File: src/ip_prefix_ignore_list_match_macros.svh
// Assertion macros used by the ignore list match controller.
`ifndef IP_PREFIX_IGNORE_LIST_MATCH_MACROS_SVH
`define IP_PREFIX_IGNORE_LIST_MATCH_MACROS_SVH

// Same-cycle implication, disabled during reset.
`define IPIL_ASSERT_NOW(label, clk, rst_n, ante, cons) \
    label: assert property (@(posedge clk) disable iff (!rst_n) (ante) |-> (cons)) \
        else $error("ipil assertion failed");

// Next-cycle implication, disabled during reset.
`define IPIL_ASSERT_NEXT(label, clk, rst_n, ante, cons) \
    label: assert property (@(posedge clk) disable iff (!rst_n) (ante) |=> (cons)) \
        else $error("ipil assertion failed");

`endif

File: src/ipil_pkg.sv
// Package: types, constants and mask functions of the prefix ignore list matcher.
package ipil_pkg;

    localparam int MAX_ENTRIES_DEF = 32;
    localparam int ADDR_W          = 64;
    localparam int V4_W            = 32;
    localparam int CMD_W           = 2;
    localparam int STATUS_W        = 3;
    localparam int PLEN_W          = 8;
    localparam int V4_PREFIX_MAX   = 32;
    localparam int V6_PREFIX_MAX   = 128;
    localparam int V4_PLEN_W       = 6;

    typedef enum logic [CMD_W-1:0] {
        CMD_CLEAR    = 2'd0,
        CMD_INSERT   = 2'd1,
        CMD_FINALIZE = 2'd2,
        CMD_LOOKUP   = 2'd3
    } cmd_t;

    typedef enum logic [STATUS_W-1:0] {
        STS_ABSENT    = 3'd0,
        STS_PRESENT   = 3'd1,
        STS_NOT_READY = 3'd2,
        STS_DONE      = 3'd3,
        STS_FULL      = 3'd4
    } status_t;

    typedef enum logic {
        ST_IDLE = 1'b0,
        ST_WALK = 1'b1
    } state_t;

    typedef struct packed {
        logic              valid;
        logic              family;
        logic [ADDR_W-1:0] addr_high;
        logic [ADDR_W-1:0] addr_low;
        logic              hit;
    } token_t;

    typedef struct packed {
        logic              en;
        logic              family;
        logic [ADDR_W-1:0] addr_high;
        logic [ADDR_W-1:0] addr_low;
        logic [ADDR_W-1:0] mask_high;
        logic [ADDR_W-1:0] mask_low;
    } entry_wr_t;

    function automatic logic [2*ADDR_W-1:0] v6_mask(logic has_p, logic [PLEN_W-1:0] plen);
        logic [PLEN_W-1:0] p;
        p = !has_p ? PLEN_W'(V6_PREFIX_MAX)
            : ((plen > PLEN_W'(V6_PREFIX_MAX)) ? PLEN_W'(V6_PREFIX_MAX) : plen);
        return ~({(2*ADDR_W){1'b1}} >> p);
    endfunction

    function automatic logic [V4_W-1:0] v4_mask(logic has_p, logic [PLEN_W-1:0] plen);
        logic [V4_PLEN_W-1:0] p;
        p = !has_p ? V4_PLEN_W'(V4_PREFIX_MAX)
            : ((plen > PLEN_W'(V4_PREFIX_MAX)) ? V4_PLEN_W'(V4_PREFIX_MAX)
               : plen[V4_PLEN_W-1:0]);
        return ~({V4_W{1'b1}} >> p);
    endfunction

endpackage

File: src/ipil_cell.sv
// One table cell: holds one entry and matches the passing lookup token.
module ipil_cell (
    input  logic               clk,
    input  logic               rst_n,
    input  logic               en,
    input  logic               we,
    input  ipil_pkg::entry_wr_t wr,
    input  ipil_pkg::token_t   tok_in,
    output ipil_pkg::token_t   tok_out
);
    import ipil_pkg::*;

    logic              family_reg;
    logic [ADDR_W-1:0] addr_high_reg;
    logic [ADDR_W-1:0] addr_low_reg;
    logic [ADDR_W-1:0] mask_high_reg;
    logic [ADDR_W-1:0] mask_low_reg;
    token_t            tok_reg;
    token_t            tok_next;
    logic              match;

    always_ff @(posedge clk)
    begin
        if (we)
        begin
            family_reg    <= wr.family;
            addr_high_reg <= wr.addr_high;
            addr_low_reg  <= wr.addr_low;
            mask_high_reg <= wr.mask_high;
            mask_low_reg  <= wr.mask_low;
        end
    end

    always_comb
    begin
        match = en && (family_reg == tok_in.family)
                && ((tok_in.addr_high & mask_high_reg) == addr_high_reg)
                && ((tok_in.addr_low & mask_low_reg) == addr_low_reg);
        tok_next     = tok_in;
        tok_next.hit = tok_in.hit | match;
    end

    always_ff @(posedge clk or negedge rst_n)
    begin
        if (!rst_n)
        begin
            tok_reg <= '0;
        end
        else
        begin
            tok_reg <= tok_next;
        end
    end

    assign tok_out = tok_reg;

endmodule

File: config.mk
export PLATFORM = sky130hd
export DESIGN_NAME = ipil_cell
export DESIGN_NICKNAME = d
export VERILOG_FILES = /design/src/ip_prefix_ignore_list_match_macros.svh /design/src/ipil_pkg.sv /design/src/ipil_cell.sv
export SDC_FILE = /design/constraint.sdc
export NUM_CORES = 1
export LEC_CHECK = 0
export ABC_AREA = 1
export BUFFER_PORTS_ARGS = -buffer_cell sky130_fd_sc_hd__clkbuf_2
export CAP_MARGIN = 0
export CORE_AREA = 2 2 206 208
export CTS_BUF_LIST = sky130_fd_sc_hd__clkbuf_8
export DETAILED_ROUTE_END_ITERATION = 8
export DIE_AREA = 0 0 208 210
export GPL_TIMING_DRIVEN = 0
export PLACE_DENSITY_LB_ADDON = 0.2
export SLEW_MARGIN = 20
export SYNTH_ARGS = -nofsm -noshare
export SYNTH_HDL_FRONTEND = slang
export SYNTH_SLANG_ARGS = --single-unit
File: constraint.sdc
create_clock -name clk -period 2.7 [get_ports clk]
set_input_delay 0.135 -clock clk [delete_from_list [all_inputs] [get_ports clk]]
set_output_delay 0.135 -clock clk [all_outputs]
set_load 0.005 [all_outputs]
==> results of run 1 <==
[final timing paths]
kind | cells past startpoint | slack, ns | to
min reg2reg | 7 | 0.80 | tok_out[0]$_DFF_PN0_
min | 2 | 0.10 | tok_out[97]$_DFF_PN0_
max | 11 | 0.94 | tok_out[0]$_DFF_PN0_
max reg2reg | 11 | 0.94 | tok_out[0]$_DFF_PN0_
min in group clk | 2 | 0.22 | tok_out[8]$_DFF_PN0_
max in group asynchronous | 3 | 1.79 | tok_out[1]$_DFF_PN0_
[power by group]
group          switching [mW]  total, mW  internal, mW
clock network            2.35       5.34          2.99
registers               0.172       6.99          6.82
logic                   0.644       1.48         0.835
total                    3.17       13.8          10.6
[synthesized netlist by cell type (3+ instances only)]
master,instances,share of area
dfrtp_1,131,0.24
edfxtp_1,257,0.56
inv_1,85,0.023
nand2_1,336,0.092
nand3_1,94,0.034
nand3b_1,26,0.014
nand4_1,3,0.0014
nor2_1,46,0.013
nor2_2,3,0.0014
xnor2_1,21,0.013
xor2_1,7,0.0045
[layer usage]
layer  vias to the layer above  GRT usage  wire [um]
li1                       5415          -          -
met1                      5199      0.199      15100
met2                       437      0.331      21100
met3                        90     0.0517       2760
met4                         4     0.0822       1270
met5                         -          0         23
[placed cells by master (no fill, tap or decap)]
cell type / synthesis / routed
clkbuf_2: 0 / 520
dlygate4sd3_1: 0 / 390
nand2_1: 336 / 336
edfxtp_1: 257 / 257
dfrtp_1: 131 / 131
inv_1: 85 / 106
nand3_1: 94 / 94
clkbuf_8: 0 / 86
nor2_1: 46 / 46
nand3b_1: 26 / 26
xnor2_1: 21 / 21
clkinv_1: 0 / 8
xor2_1: 7 / 7
diode_2: 0 / 4
clkinv_2: 0 / 4
buf_16: 0 / 4
nor2_2: 3 / 3
nand4_1: 3 / 3
clkinvlp_4: 0 / 3
or2_0: 2 / 2
nor3_1: 2 / 2
o22ai_1: 2 / 2
bufinv_16: 0 / 2
nand3_2: 1 / 1
nand2_2: 1 / 1
o21ai_1: 1 / 1
o21ai_0: 1 / 1
[final cells by class]
| cell class | instances | area [um2] | area share |
|---|---|---|---|
| Timing Repair Buffer | 916 | 6640 | 0.296 |
| Inverter | 85 | 319 | 0.0142 |
| Tap cell | 539 | 674 | 0.0300 |
| Sequential cell | 388 | 11000 | 0.490 |
| Multi-Input combinational cell | 546 | 2440 | 0.109 |
| Clock inverter | 38 | 211 | 0.00942 |
| Clock buffer | 84 | 1160 | 0.0515 |
| Antenna cell | 4 | 10.0 | 0.000446 |
[logic make-up after synthesis]
kind of cell,after synthesis
compound gates,4
xor+xnor,28
buf+inv,85
flops,388
simple gates,514
[what timing repair did]
action | in CTS | in global routing
setup endpoints to repair | 0 | 0
endpoints found under the hold margin | 530 | 0
hold buffers | 390 | 0
[through the flow]
step | setup slack, ns | setup TNS, ns | utilization
6_report | 0.936 | 0 | 0.541
5_1_grt | 0.714 | 0 | 0.541
4_1_cts | 0.916 | 0 | 0.541
3_5_place_dp | 0.925 | 0 | 0.414
3_3_place_gp | -2.68 | -788.59 | 0.411
2_1_floorplan | 1.59 | 0 | -
[critical path, delay by kind of cell (launching register included)]
family | cells | cell delay [ns]
and+or+nand+nor | 10 | 1.21
DFF | 1 | 0.45
buffers and inverters | 1 | 0.05
==> impl_metrics.env, run 1 <==
export IMPL_status="finished clean"
export IMPL_finalNonFillerCells=2600
export IMPL_largest_register_ffs=131
export IMPL_synth_main_ff_cell="edfxtp_1"
export IMPL_synth_cells=1019
export IMPL_mapped_avg_cell_area_um2=13.5
export IMPL_crit_start="addr_high_reg[31]$_DFFE_PP_"
export IMPL_async_flop_share=0.338
export IMPL_die_area_um2=43700
export IMPL_mapped_nets=1412
export IMPL_finalHoldWorstSlack_ns=0.105
export IMPL_worst_setup_path_start_kind="flop"
export IMPL_die_height_um=210
export IMPL_muxShareOfSynthArea=0
export IMPL_most_frequent_cell_on_critical_path="nand2_1"
export IMPL_critical_path_peak_fanout=2
export IMPL_tritoncts="built"
export IMPL_drv_max_cap_violation_count=0
export IMPL_area_share_of_and_or_nand_nor_cells_after_synthesis=0.158
export IMPL_synth_enable_flop_cells=257
export IMPL_maximum_number_of_pins_on_one_net_before_global_route_repair=91
export IMPL_synth_cell_area_um2=13800
export IMPL_vdd_drop_max_mv=0.397
export IMPL_globalRouteTotalUtil=0.183
export IMPL_worstSetupEndpointType="flop"
export IMPL_final_period_utilization=0.653
export IMPL_hold_path_class="in -> async"
export IMPL_clockBufferDepth=3
export IMPL_synth_compound_area_frac=0.00164
export IMPL_cts_made_buffers=68
export IMPL_clock_sink_count=388
export IMPL_vias_per_cell=4.29
export IMPL_path_cells="nand2_1 > nand2_1 > inv_1 > nand2_1 > nor2_1 > nand2_1 > nor2_1 > nand2_1 > nor2_1 > nand3_1 > nand2_1"
export IMPL_cts_root_buffer="clkbuf_8"
export IMPL_route_final_wire_length_um=40200
export IMPL_drt_pre_antenna_iters=7
export IMPL_die_w_um=208
export IMPL_grt_pass1_wl_um=62000
export IMPL_cts_setup_buffers=0
export IMPL_max_slew_margin_rel=0.600
export IMPL_post_synth_xor_area_fraction=0.0178
export IMPL_route_antenna_remaining_nets=0
export IMPL_critPathRequiredTime_ns=3.22
export IMPL_timing_rr_start="addr_high_reg[31]$_DFFE_PP_"
export IMPL_yosysUniqueCellTypes=18
export IMPL_largest_family_of_logic_cells_by_synthesized_area="simple AND/OR/NAND/NOR gates"
export IMPL_final_hold_viol_count=0
export IMPL_p_total_mw=13.8
export IMPL_report_final_setup_viol=0
export IMPL_layout_min_cycle_time_ns=1.76
export IMPL_timing_limited_maximum_frequency_mhz=567
export IMPL_post_place_cells=2084
export IMPL_filler_cell_count=3470
export IMPL_worst_ep_arrival_time_ns=2.29
export IMPL_critPathMaxStageDelay_ns=0.45
export IMPL_critPathSlowestCell="edfxtp_1"
export IMPL_core_area_um2=41500
export IMPL_remaining_drcs=0
export IMPL_synth_warnings=0
export IMPL_first_global_vias=12000
export IMPL_fin_area_um2=22500
export IMPL_place_gp_congestion=0.778
export IMPL_floorplan_rows=75
export IMPL_clk_pin_slew_worst_paths_ns=0.06
export IMPL_synthToLayoutAreaGrowth_pct=63.2
export IMPL_ys_seq_elements=388
export IMPL_static_leakage_power_nw=10.4
export IMPL_worst_slew_pin_transition_ns=0.599
export IMPL_start_util=0.332
export IMPL_drt_first_iter_violations=493
export IMPL_cts_htree_levels=3
export IMPL_power_density_nw_per_um2=615
export IMPL_insertion_delay_ns=0.58
export IMPL_seq_area_frac_synth=0.799
export IMPL_place_detailed_hpwl_um=27200
export IMPL_detailed_place_area_um2=17200
export IMPL_overflow=0
export IMPL_finish_net_count=2398
export IMPL_cts_repair_resize_count=0
export IMPL_final_layout_size_suffix_gt1_frac=0.303
export IMPL_wl_per_cell_um=15.5
export IMPL_num_vias=11100
export IMPL_initial_antenna_violation_count=6
export IMPL_post_synth_adder_cell_area=0
export IMPL_rsz0062_at_grt="false"
export IMPL_slew_violations=0
export IMPL_clock_skew_ns=0.0202
export IMPL_boundaryPins=524
export IMPL_timing_worst_setup_path_type="reg -> reg"
export IMPL_numPortBuffers=522
No activity file was read; power rests on OpenSTA's default activity.
==> run 2: changes to the inputs <==
--- a/config.mk
+++ b/config.mk
@@ -5,13 +5,13 @@
 export SDC_FILE = /design/constraint.sdc
 export NUM_CORES = 1
 export LEC_CHECK = 0
-export ABC_AREA = 1
+export ABC_AREA = 0
 export BUFFER_PORTS_ARGS = -buffer_cell sky130_fd_sc_hd__clkbuf_2
 export CAP_MARGIN = 0
-export CORE_AREA = 2 2 206 208
+export CORE_AREA = 2 2 201 203
 export CTS_BUF_LIST = sky130_fd_sc_hd__clkbuf_8
 export DETAILED_ROUTE_END_ITERATION = 8
-export DIE_AREA = 0 0 208 210
+export DIE_AREA = 0 0 203 205
 export GPL_TIMING_DRIVEN = 0
 export PLACE_DENSITY_LB_ADDON = 0.2
 export SLEW_MARGIN = 20
==> constraint.sdc (replaced) <==
create_clock -name clk -period 1.79 [get_ports clk]
set_input_delay 0.0895 -clock clk [delete_from_list [all_inputs] [get_ports clk]]
set_output_delay 0.0895 -clock clk [all_outputs]
set_load 0.005 [all_outputs]
==> impl_metrics.env, run 2 <==
export IMPL_status="aborted with a tool error"
export IMPL_step_where_the_flow_halted="4_1_cts"
export IMPL_stop_error="[ERROR RSZ-0060] Max buffer count reached."
export IMPL_place_detailed_hpwl_um=24500
export IMPL_seq_area_frac_synth=0.854
export IMPL_synth_enable_flop_cells=257
export IMPL_cts_htree_levels=3
export IMPL_muxShareOfSynthArea=0
export IMPL_die_height_um=205
export IMPL_post_synth_xor_area_fraction=0.0877
export IMPL_cts_made_buffers=69
export IMPL_netlist_top_cells_count="257 x edfxtp_1, 131 x dfrtp_1, 128 x nand2_1, 96 x xnor2_1, 33 x xor2_1"
export IMPL_cts_setup_buffers=0
export IMPL_async_flop_share=0.338
export IMPL_cts_stage_hold_buffer_count=374
export IMPL_post_synth_adder_cell_area=0
export IMPL_synth_cell_area_um2=12900
export IMPL_mapped_nets=1082
export IMPL_clockBufferDepth=3
export IMPL_synth_top_cells_by_area="edfxtp_1 60%, dfrtp_1 25%, xnor2_1 6.5%"
export IMPL_cts_root_buffer="clkbuf_8"
export IMPL_synth_cells=689
export IMPL_yosysMostFrequentCell="edfxtp_1"
export IMPL_yosysTopAreaCellShare=0.599
export IMPL_clock_sink_count=388
export IMPL_die_w_um=203
export IMPL_place_gp_congestion=0.746
export IMPL_synth_compound_area_frac=0.000777
export IMPL_yosysTopAreaCell="edfxtp_1"
export IMPL_yosysUniqueCellTypes=10
export IMPL_synth_main_ff_cell="edfxtp_1"
export IMPL_area_share_of_and_or_nand_nor_cells_after_synthesis=0.0579
export IMPL_ys_seq_elements=388
export IMPL_numPortBuffers=522
export IMPL_boundaryPins=524
export IMPL_cts_repair_resize_count=10
export IMPL_floorplan_rows=73
export IMPL_synth_warnings=0
export IMPL_largest_family_of_logic_cells_by_synthesized_area="XOR/XNOR gates"
export IMPL_mapped_avg_cell_area_um2=18.7
export IMPL_start_util=0.327
export IMPL_post_place_cells=1740
run 2: cell types whose count changed after synthesis, sizes merged, moves of 11 or more:
cell    change
nand2     -209
nand3      -94
inv        -85
xnor2      +75
nor2       -49
nand3b     -26
nor4       +26
xor2       +26
nand4      +11
run 2: per-stage QoR:
stage / cell area (um2) / setup TNS (ns) / setup slack [ns] / hold slack (ns) / util
after detailed placement: 16300 / -0.709 / -0.709 / 0.109 / 0.414
after global placement: 16200 / -1127.65 / -3.59 / 0.205 / 0.410
after floorplan: 12900 / 0 / 0.429 / -0.206 / -
run 2: cell families after synthesis:
group	count (synthesis)
AND/OR/NAND/NOR	171
XOR/XNOR	129
AO/OA/AOI/OAI	1
flip-flops	388
==> run 3: changes to the inputs <==
--- a/config.mk
+++ b/config.mk
@@ -8,12 +8,11 @@
 export ABC_AREA = 0
 export BUFFER_PORTS_ARGS = -buffer_cell sky130_fd_sc_hd__clkbuf_2
 export CAP_MARGIN = 0
-export CORE_AREA = 2 2 201 203
-export CTS_BUF_LIST = sky130_fd_sc_hd__clkbuf_8
+export CORE_AREA = 2 2 205 207
 export DETAILED_ROUTE_END_ITERATION = 8
-export DIE_AREA = 0 0 203 205
+export DIE_AREA = 0 0 207 209
 export GPL_TIMING_DRIVEN = 0
-export PLACE_DENSITY_LB_ADDON = 0.2
+export PLACE_DENSITY_LB_ADDON = 0.15
 export SLEW_MARGIN = 20
 export SYNTH_ARGS = -nofsm -noshare
 export SYNTH_HDL_FRONTEND = slang
==> impl_metrics.env, run 3 <==
export IMPL_die_height_um=209
export IMPL_place_gp_congestion=0.754
export IMPL_floorplan_rows=75
export IMPL_cts_repair_resize_count=11
export IMPL_cts_htree_levels=2
export IMPL_synth_cells=689
export IMPL_async_flop_share=0.338
export IMPL_clock_sink_count=388
export IMPL_mapped_nets=1082
export IMPL_yosysMostFrequentCell="edfxtp_1"
export IMPL_cts_setup_buffers=0
export IMPL_synth_top_cells_by_area="edfxtp_1 60%, dfrtp_1 25%, xnor2_1 6.5%"
export IMPL_cts_stage_hold_buffer_count=367
export IMPL_mapped_avg_cell_area_um2=18.7
export IMPL_post_place_cells=1753
export IMPL_seq_area_frac_synth=0.854
export IMPL_synth_cell_area_um2=12900
export IMPL_netlist_top_cells_count="257 x edfxtp_1, 131 x dfrtp_1, 128 x nand2_1, 96 x xnor2_1, 33 x xor2_1"
export IMPL_place_detailed_hpwl_um=25200
export IMPL_synth_main_ff_cell="edfxtp_1"
export IMPL_cts_made_buffers=43
export IMPL_synth_warnings=0
export IMPL_ys_seq_elements=388
export IMPL_synth_enable_flop_cells=257
export IMPL_step_where_the_flow_halted="4_1_cts"
export IMPL_status="aborted with a tool error"
export IMPL_yosysTopAreaCellShare=0.599
export IMPL_start_util=0.312
export IMPL_yosysTopAreaCell="edfxtp_1"
export IMPL_clockBufferDepth=3
export IMPL_cts_root_buffer="clkbuf_16"
export IMPL_boundaryPins=524
export IMPL_stop_error="[ERROR RSZ-0060] Max buffer count reached."
export IMPL_numPortBuffers=522
export IMPL_die_w_um=207
export IMPL_yosysUniqueCellTypes=10
## run 3: cell counts after synthesis
No cell type changed its count.
## run 3: cell families after synthesis
kind of cell     after synthesis  synth area share
AO/OA/AOI/OAI                  1          0.000777
AND/OR/NAND/NOR              171            0.0579
flip-flops                   388             0.854
XOR/XNOR                     129            0.0877
## run 3: stage by stage
step / setup WS [ns] / area [um2]
after floorplan: 0.429 / 12900
after global placement: -3.64 / 16200
after detailed placement: -0.521 / 16300
