`src/ip_prefix_ignore_list_match_macros.svh`:
```
// Assertion macros used by the ignore list match controller.
`ifndef IP_PREFIX_IGNORE_LIST_MATCH_MACROS_SVH
`define IP_PREFIX_IGNORE_LIST_MATCH_MACROS_SVH

// Same-cycle implication, disabled during reset.
`define IPIL_ASSERT_NOW(label, clk, rst_n, ante, cons) \
    label: assert property (@(posedge clk) disable iff (!rst_n) (ante) |-> (cons)) \
        else $error("ipil assertion failed");

// Next-cycle implication, disabled during reset.
`define IPIL_ASSERT_NEXT(label, clk, rst_n, ante, cons) \
    label: assert property (@(posedge clk) disable iff (!rst_n) (ante) |=> (cons)) \
        else $error("ipil assertion failed");

`endif

```
`src/ipil_pkg.sv`:
```
// Package: types, constants and mask functions of the prefix ignore list matcher.
package ipil_pkg;

    localparam int MAX_ENTRIES_DEF = 32;
    localparam int ADDR_W          = 64;
    localparam int V4_W            = 32;
    localparam int CMD_W           = 2;
    localparam int STATUS_W        = 3;
    localparam int PLEN_W          = 8;
    localparam int V4_PREFIX_MAX   = 32;
    localparam int V6_PREFIX_MAX   = 128;
    localparam int V4_PLEN_W       = 6;

    typedef enum logic [CMD_W-1:0] {
        CMD_CLEAR    = 2'd0,
        CMD_INSERT   = 2'd1,
        CMD_FINALIZE = 2'd2,
        CMD_LOOKUP   = 2'd3
    } cmd_t;

    typedef enum logic [STATUS_W-1:0] {
        STS_ABSENT    = 3'd0,
        STS_PRESENT   = 3'd1,
        STS_NOT_READY = 3'd2,
        STS_DONE      = 3'd3,
        STS_FULL      = 3'd4
    } status_t;

    typedef enum logic {
        ST_IDLE = 1'b0,
        ST_WALK = 1'b1
    } state_t;

    typedef struct packed {
        logic              valid;
        logic              family;
        logic [ADDR_W-1:0] addr_high;
        logic [ADDR_W-1:0] addr_low;
        logic              hit;
    } token_t;

    typedef struct packed {
        logic              en;
        logic              family;
        logic [ADDR_W-1:0] addr_high;
        logic [ADDR_W-1:0] addr_low;
        logic [ADDR_W-1:0] mask_high;
        logic [ADDR_W-1:0] mask_low;
    } entry_wr_t;

    function automatic logic [2*ADDR_W-1:0] v6_mask(logic has_p, logic [PLEN_W-1:0] plen);
        logic [PLEN_W-1:0] p;
        p = !has_p ? PLEN_W'(V6_PREFIX_MAX)
            : ((plen > PLEN_W'(V6_PREFIX_MAX)) ? PLEN_W'(V6_PREFIX_MAX) : plen);
        return ~({(2*ADDR_W){1'b1}} >> p);
    endfunction

    function automatic logic [V4_W-1:0] v4_mask(logic has_p, logic [PLEN_W-1:0] plen);
        logic [V4_PLEN_W-1:0] p;
        p = !has_p ? V4_PLEN_W'(V4_PREFIX_MAX)
            : ((plen > PLEN_W'(V4_PREFIX_MAX)) ? V4_PLEN_W'(V4_PREFIX_MAX)
               : plen[V4_PLEN_W-1:0]);
        return ~({V4_W{1'b1}} >> p);
    endfunction

endpackage

```
`src/ipil_ctrl.sv`:
```
// Command controller: entry count, ready flag, token injection and result register.
module ipil_ctrl #(
    parameter int MAX_ENTRIES = ipil_pkg::MAX_ENTRIES_DEF,
    parameter int CNT_W       = $clog2(MAX_ENTRIES + 1)
) (
    input  logic                          clk,
    input  logic                          rst_n,
    input  logic                          start,
    output logic                          busy,
    input  logic [ipil_pkg::CMD_W-1:0]    command,
    input  logic                          family,
    input  logic [ipil_pkg::ADDR_W-1:0]   address_high,
    input  logic [ipil_pkg::ADDR_W-1:0]   address_low,
    input  logic                          has_prefix,
    input  logic [ipil_pkg::PLEN_W-1:0]   prefix_length,
    input  ipil_pkg::token_t              tail,
    output ipil_pkg::token_t              inject,
    output ipil_pkg::entry_wr_t           wr,
    output logic [CNT_W-1:0]              count,
    output logic                          strobe,
    output logic [ipil_pkg::STATUS_W-1:0] status
);
    import ipil_pkg::*;

    state_t                state_reg, state_next;
    logic [CNT_W-1:0]      count_reg, count_next;
    logic                  ready_reg, ready_next;
    logic                  strobe_reg, strobe_next;
    status_t               status_reg, status_next;
    logic [2*ADDR_W-1:0]   mask6;
    logic [V4_W-1:0]       mask4;

    assign mask6 = v6_mask(has_prefix, prefix_length);
    assign mask4 = v4_mask(has_prefix, prefix_length);

    always_ff @(posedge clk or negedge rst_n)
    begin
        if (!rst_n)
        begin
            state_reg  <= ST_IDLE;
            count_reg  <= '0;
            ready_reg  <= 1'b0;
            strobe_reg <= 1'b0;
            status_reg <= STS_ABSENT;
        end
        else
        begin
            state_reg  <= state_next;
            count_reg  <= count_next;
            ready_reg  <= ready_next;
            strobe_reg <= strobe_next;
            status_reg <= status_next;
        end
    end

    always_comb
    begin
        state_next       = state_reg;
        count_next       = count_reg;
        ready_next       = ready_reg;
        strobe_next      = 1'b0;
        status_next      = status_reg;
        inject.valid     = 1'b0;
        inject.family    = family;
        inject.addr_high = address_high;
        inject.addr_low  = address_low;
        inject.hit       = 1'b0;
        wr.en            = 1'b0;
        wr.family        = family;
        if (family)
        begin
            wr.addr_high = address_high;
            wr.addr_low  = address_low;
            wr.mask_high = mask6[2*ADDR_W-1:ADDR_W];
            wr.mask_low  = mask6[ADDR_W-1:0];
        end
        else
        begin
            wr.addr_high = '0;
            wr.addr_low  = {{(ADDR_W-V4_W){1'b0}}, address_low[V4_W-1:0]};
            wr.mask_high = '0;
            wr.mask_low  = {{(ADDR_W-V4_W){1'b0}}, mask4};
        end
        case (state_reg)
            ST_IDLE:
            begin
                if (start)
                begin
                    strobe_next = 1'b1;
                    status_next = STS_DONE;
                    case (cmd_t'(command))
                        CMD_CLEAR:
                        begin
                            count_next = '0;
                            ready_next = 1'b0;
                        end
                        CMD_INSERT:
                        begin
                            if (count_reg == CNT_W'(MAX_ENTRIES))
                            begin
                                status_next = STS_FULL;
                            end
                            else
                            begin
                                wr.en      = 1'b1;
                                count_next = count_reg + CNT_W'(1);
                            end
                        end
                        CMD_FINALIZE:
                        begin
                            ready_next = 1'b1;
                        end
                        CMD_LOOKUP:
                        begin
                            if (!ready_reg)
                            begin
                                status_next = STS_NOT_READY;
                            end
                            else
                            begin
                                strobe_next  = 1'b0;
                                status_next  = status_reg;
                                inject.valid = 1'b1;
                                state_next   = ST_WALK;
                            end
                        end
                        default:
                        begin
                            strobe_next = 1'b0;
                            status_next = status_reg;
                        end
                    endcase
                end
            end
            ST_WALK:
            begin
                if (tail.valid)
                begin
                    strobe_next = 1'b1;
                    status_next = tail.hit ? STS_PRESENT : STS_ABSENT;
                    state_next  = ST_IDLE;
                end
            end
            default:
            begin
                state_next = ST_IDLE;
            end
        endcase
    end

    assign busy   = (state_reg != ST_IDLE);
    assign count  = count_reg;
    assign strobe = strobe_reg;
    assign status = status_reg;

    `include "ip_prefix_ignore_list_match_macros.svh"

    `IPIL_ASSERT_NOW(a_walk_no_strobe, clk, rst_n, state_reg == ST_WALK, !strobe_reg)
    `IPIL_ASSERT_NOW(a_tail_in_walk, clk, rst_n, tail.valid, state_reg == ST_WALK)
    `IPIL_ASSERT_NOW(a_count_bound, clk, rst_n, 1'b1, count_reg <= CNT_W'(MAX_ENTRIES))
    `IPIL_ASSERT_NEXT(a_not_ready, clk, rst_n, start && !busy && command == CMD_LOOKUP && !ready_reg, strobe_reg && status_reg == STS_NOT_READY)

endmodule

```
`config.mk`:
```
export PLATFORM = sky130hd
export DESIGN_NAME = ipil_ctrl
export DESIGN_NICKNAME = d
export VERILOG_FILES = /design/src/ipil_pkg.sv /design/src/ipil_ctrl.sv
export VERILOG_INCLUDE_DIRS = /design/src /design/src/src
export SDC_FILE = /design/constraint.sdc
export NUM_CORES = 1
export LEC_CHECK = 0
export ABC_AREA = 0
export BUFFER_PORTS_ARGS = -buffer_cell sky130_fd_sc_hd__buf_2
export CORE_AREA = 3 3 260 262
export CTS_CLUSTER_DIAMETER = 60
export DETAILED_ROUTE_END_ITERATION = 10
export DIE_AREA = 0 0 263 265
export GPL_ROUTABILITY_DRIVEN = 0
export GPL_TIMING_DRIVEN = 0
export SLEW_MARGIN = 20
export SYNTH_ARGS = -nofsm -noshare
export SYNTH_HDL_FRONTEND = slang
export SYNTH_SLANG_ARGS = --single-unit
```
`constraint.sdc`:
```
create_clock -name clk -period 3.8 [get_ports clk]
set_clock_uncertainty 0.1 [all_clocks]
set_input_delay 0.76 -clock clk [delete_from_list [all_inputs] [get_ports clk]]
set_output_delay 0.76 -clock clk [all_outputs]
set_load 0.05 [all_outputs]
```
==> results of run 1 <==
[routing by layer]
layer,track usage,vias to the layer above
met2,0.1550,673
met1,0.09660,3166
met5,0,-
met3,0.06785,78
li1,-,3168
met4,0.01907,6
[how the worst max path moves through the flow]
stage | start | to | slack, ns | depth (start not counted)
finish | has_prefix | wr[18] | 0.07 | 7
global route | has_prefix | wr[95] | 0.01 | 7
CTS | family | wr[227] | 0.06 | 6
detailed placement | family | wr[217] | -0.70 | 6
global placement | family | wr[217] | -1.09 | 6
floorplan | prefix_length[3] | wr[7] | 0.18 | 5
[stage by stage]
step | worst slack [ns] | setup TNS (ns) | utilization | hold WS, ns
6_report | 0.07099 | 0 | 0.1216 | 0.2986
5_1_grt | 0.009815 | 0 | 0.1213 | 0.3160
4_1_cts | 0.06288 | 0 | 0.1208 | 0.3049
3_5_place_dp | -0.6964 | -12.08 | 0.1195 | 0.3873
3_3_place_gp | -1.091 | -39.53 | 0.1195 | 0.3853
2_1_floorplan | 0.1820 | 0 | - | 0.3644
[layout make-up]
| cell class | count | area (µm²) | area share |
|---|---|---|---|
| repair buffers | 510 | 2552 | 0.3198 |
| multi-input cells | 431 | 2454 | 0.3074 |
| plain buffers | 212 | 1433 | 0.1795 |
| well taps | 864 | 1081 | 0.1354 |
| flip-flops and latches | 12 | 300.3 | 0.03762 |
| clock buffers | 3 | 75.07 | 0.009406 |
| inverters | 17 | 63.81 | 0.007995 |
| diodes | 9 | 22.52 | 0.002822 |
[cell usage after synthesis (all sizes together) (3+ instances only)]
cell type  number
nand2b          4
nand2          58
a21o            5
and2          102
nor2b           3
o211ai          6
and3            4
o21ai          79
nand3          18
clkbuf         35
nor3            6
a31oi           4
a211oi          3
a21oi          43
o31ai           7
or3             4
inv            17
o221ai         10
nor2           32
dfrtp          12
nand4          10
o22ai           4
o21a            3
buf           177
[power breakdown]
| part | switching (mW) | total, mW | internal [mW] | leakage [nW] |
|---|---|---|---|---|
| sequential | 0.0410 | 0.201 | 0.160 | 0.143 |
| combinational | 1.39 | 1.83 | 0.433 | 3.86 |
| clock | 0.0501 | 0.187 | 0.137 | 0.0370 |
| total | 1.48 | 2.21 | 0.729 | 4.04 |
[timing repair]
item                       4_1_cts  5_1_grt
setup endpoints to repair       51       10
resized for setup                7       11
cloned                           0        0
hold buffers                     0        0
setup buffers                    0        0
[kinds of logic after synthesis]
| kind of cell | Yosys count | synth area share |
|---|---|---|
| adder cells (fa/ha/maj) | 2 | 0.005959 |
| AND/OR/NAND/NOR | 252 | 0.3230 |
| flip-flops | 12 | 0.07151 |
| buffers and inverters | 229 | 0.3531 |
| other | 1 | 0.0008931 |
| AO/OA/AOI/OAI | 176 | 0.2455 |
==> metrics.txt, run 1 <==
largest net degree at the start of global routing=13; Die H=roughly 270 µm; Initial Utilization=0.06398; depth of the CTS H-tree=1; share of post-route cells with drive strength above 1=0.5907; most frequent cells in the layout=buf_2, buf_4, and2_1; kind of critical path=in -> out; top metal layer carrying routed signals=met5; Max Root-Sink Buffers=2; total global routing overflow=0; Slew HR=0.5274; R2R depth=5; CTS root buf=clkbuf_16; crit-path cells=buf_2 -> nor2b_1 -> and3_1 -> clkbuf_1 -> o211ai_1 -> o221ai_1 -> buf_2; CP arrival=approximately 2.9 ns; Largest delay share family, worst path=buffers and inverters; crit path launch type=input pin; Tcrit/Tclk final=0.9813; placed cell area=about 7800 µm²; met1 WL=11.68 mm; # rows=94; RSZ-0062 raised after global routing=false; Yosys top cell by area=buf_4; routed via count=about 7,100; number of routed nets with antenna violations=0; Yosys Warn Count=0; core box area=~66,000 µm²; Seq cells post-synth=12; placed insts=between 2,000 and 2,500; ys async rst share=1.000; Die W=263 µm; Worst-Margin Slew=0.6979 ns; Num CTS Buffers=3; Critical R2R Launch=busy$_DFF_PN0_; final hold viol count=0; cell area after layout=7981 µm²; vias in the first global route=approximately 6,700; Routed Wire Length=35.58 mm; Clk pin slew, worst setup/hold paths=around 0.040 ns; Mapped Area=about 4200 µm²; I/O pin cnt=between 600 and 700; commonest non-fill, non-tap cell in the layout=buf_2; Max Clock Freq=between 0.2 and 0.3 GHz; Critical Path End Type=primary output; I/O Buffers=a little over 500; number of flops mapped to enable cells by yosys=0; syn nets=~950; TritonCTS clock tree=yes; met3 wire len=7.058 mm; Worst path slowest cell=clkbuf_1; initial DRC count=between 600 and 700; fill count=7,676; Distinct cells, synth=47; critical path peak fanout=10; worst-skew pair later-pin latency=around 0.24 ns; Power, Total=2.213 mW; Tightest Hold Check Type=in -> async; leakage=approximately 4 nW; Worst EP required=about 2.9 ns; power per cell area=between 200 and 300 nW/µm²; status=finished, final reports clean; most used cell, CP=buf_2; Final nets=around 1,500; Sink Count=12; Detailed Routing Iterations Pass 1=6; Mean Syn Cell Area=6.249 µm²; post-synth top area share=0.2914; first-pass GRT wire length=slightly below 50 mm; synthesis-to-finish area growth=90.08%; DR DRC count=0; max-slew violations=0; fin cells=2,058; post-DP HPWL=31.63 mm; WL per Instance=around 17 µm; main flop type after synthesis=dfrtp_1; drt via density=between 3 and 4; Final Critical Period=between 3 and 4 ns; max incr delay on CP=between 0.3 and 0.4 ns; worst vdd ir=approximately 170 µV; Die Footprint=roughly 70,000 µm²; antenna violations before repair=9; met2 WL post-DR=~16 mm; Largest register FFs=6; total track usage=0.09369; synth top area cells=buf_4, and2_1, o21ai_0; reg2reg end=count[5]$_DFFE_PN0P_; reg2reg setup slack=1.95 ns; cells after synthesis=~670; # Max-Cap Violations=0; Seq/Total Area, Yosys=0.07151; Worst Path Buf+Inv=3; final setup fails=0
No activity file was read; power rests on OpenSTA's default activity.
==> run 2: changes to the inputs <==
--- a/config.mk
+++ b/config.mk
@@ -8,12 +8,16 @@
 export LEC_CHECK = 0
 export ABC_AREA = 0
 export BUFFER_PORTS_ARGS = -buffer_cell sky130_fd_sc_hd__buf_2
-export CORE_AREA = 3 3 260 262
+export CELL_PAD_IN_SITES_DETAIL_PLACEMENT = 1
+export CELL_PAD_IN_SITES_GLOBAL_PLACEMENT = 2
+export CORE_AREA = 3 3 263 265
+export CTS_BUF_LIST = sky130_fd_sc_hd__clkbuf_4 sky130_fd_sc_hd__clkbuf_8
 export CTS_CLUSTER_DIAMETER = 60
 export DETAILED_ROUTE_END_ITERATION = 10
-export DIE_AREA = 0 0 263 265
+export DIE_AREA = 0 0 266 268
 export GPL_ROUTABILITY_DRIVEN = 0
 export GPL_TIMING_DRIVEN = 0
+export PLACE_DENSITY_LB_ADDON = 0.1
 export SLEW_MARGIN = 20
 export SYNTH_ARGS = -nofsm -noshare
 export SYNTH_HDL_FRONTEND = slang
==> run 2 against run 1 <==
Combinational power about the same; global-route usage increased by 1.6 points; first-iteration DRC count fell by 74%; critical path type unchanged; hold slack improved by 0.0083 ns; largest power group unchanged.
==> metrics.txt, run 2 (same netlist as run 1, synthesis figures left out) <==
status=finished, final reports clean; Finished Core Util=0.1193; Post-CTS Setup Inserts=0; Worst path slowest cell=a21oi_1; Largest register FFs=6; worst vdd ir=95.12 µV; Tightest Hold Check Type=in -> async; vias in the first global route=roughly 7,000; Die W=266 µm; most used cell, CP=buf_2; worst-skew pair later-pin latency=~0.24 ns; RSZ-0062 raised after global routing=true; max-slew violations=0; total track usage=0.1095; final setup fails=0; critical path peak fanout=10; most frequent cells in the layout=buf_2, buf_4, and2_1; share of post-route cells with drive strength above 1=0.6056; post-DP HPWL=~37 mm; routed via count=roughly 6,700; depth of the CTS H-tree=1; total global routing overflow=0; R2R depth=5; Clk pin slew, worst setup/hold paths=0.06 ns; # rows=95; kind of critical path=in -> out; pre-CTS WS=-1.343 ns; Die Footprint=71,290 µm²; Worst EP required=2.94 ns; initial DRC count=~180; Worst Path Buf+Inv=3; drt via density=between 3 and 4; Die H=between 200 and 300 µm; Worst-Margin Slew=between 0.6 and 0.7 ns; placed cell area=7851 µm²; fill count=between 8,000 and 9,000; Detailed Routing Iterations Pass 1=4; Critical Path End Type=primary output; Sink Count=12; I/O Buffers=510; CP arrival=around 2.9 ns; commonest non-fill, non-tap cell in the layout=buf_2; DR DRC count=0; Tcrit/Tclk final=0.9812; Fin Setup TNS=0 ns; # Max-Cap Violations=0; first-pass GRT wire length=56.15 mm; largest net degree at the start of global routing=13; Num CTS Buffers=3; leakage=roughly 4.1 nW; Final nets=about 1,500; power per cell area=275.8 nW/µm²; WL per Instance=roughly 21 µm; I/O pin cnt=between 600 and 700; synthesis-to-finish area growth=90.44%; CTS root buf=clkbuf_8; Largest delay share family, worst path=compound AO/OA/AOI/OAI gates; TritonCTS clock tree=yes; final hold viol count=0; crit-path cells=buf_2 -> nand2b_1 -> buf_2 -> a21oi_1 -> o221ai_1 -> buf_2; crit path launch type=input pin; Max Root-Sink Buffers=2; number of routed nets with antenna violations=0; Power, Total=~2.2 mW; antenna violations before repair=8; Final Critical Period=between 3 and 4 ns; core box area=67,040 µm²; Routed Wire Length=around 42 mm; Worst Setup Slack, final=0.07155 ns; max incr delay on CP=about 0.57 ns; WP depth=6; Max Clock Freq=0.2682 GHz; Initial Utilization=0.06264; cell area after layout=approximately 8000 µm²; Slew HR=0.5366
==> run 2: cell types whose count changed in the layout (fill, tap and decap cells not counted), sizes merged <==
cell | before | now
diode | 9 | 3
buf | 687 | 686
==> run 2: per-layer routing <==
layer / up-vias / part of all wire / track usage
met3: 18 / 0.085 / 0.03324
met5: - / 0.0013 / 0
met4: 8 / 0.0032 / 0.004298
met2: 335 / 0.49 / 0.1975
li1: 3141 / - / -
met1: 3246 / 0.42 / 0.1348
==> run 2: area by class of cell <==
type,instances,area [µm²],area share
multi-input combinational,431,2491,0.3115
sequential,12,300.3,0.03755
clock buffer,4,55.05,0.006885
tap,873,1092,0.1366
antenna,3,7.507,0.0009388
timing repair buffer,510,2552,0.3192
buffer,210,1434,0.1793
inverter,17,63.81,0.007980
==> run 2: through the flow <==
step | hold WS [ns] | cells
6_report | 0.3069 | 2060
5_1_grt | 0.3296 | 2057
4_1_cts | 0.3179 | 2058
3_5_place_dp | 0.4133 | 2055
3_3_place_gp | 0.3963 | 2055
2_1_floorplan | 0.3644 | 672
==> run 2: worst paths after layout <==
kind                                  startpoint                    end  slack [ns]
setup / recovery                prefix_length[7]                 wr[17]        0.07
hold / removal                             rst_n         busy$_DFF_PN0_        0.31
setup reg to reg                  busy$_DFF_PN0_   count[5]$_DFFE_PN0P_        1.92
hold reg to reg            status[0]$_DFFE_PN0P_  status[0]$_DFFE_PN0P_        0.42
max in group asynchronous                  rst_n   count[1]$_DFFE_PN0P_        3.04
min in group clk           status[0]$_DFFE_PN0P_  status[0]$_DFFE_PN0P_        0.42
==> run 2: report_power, final <==
group | switching [mW] | internal, mW
combinational | 1.42 | 0.435
sequential | 0.0462 | 0.159
clock | 0.0538 | 0.0917
total | 1.52 | 0.685
==> run 2: timing repair <==
item                                    4_1_cts  5_1_grt
hold buffers                                  0        0
resized for setup                            25       16
pin swaps                                     0        0
cloned                                        0        0
endpoints found under the setup margin      145       43
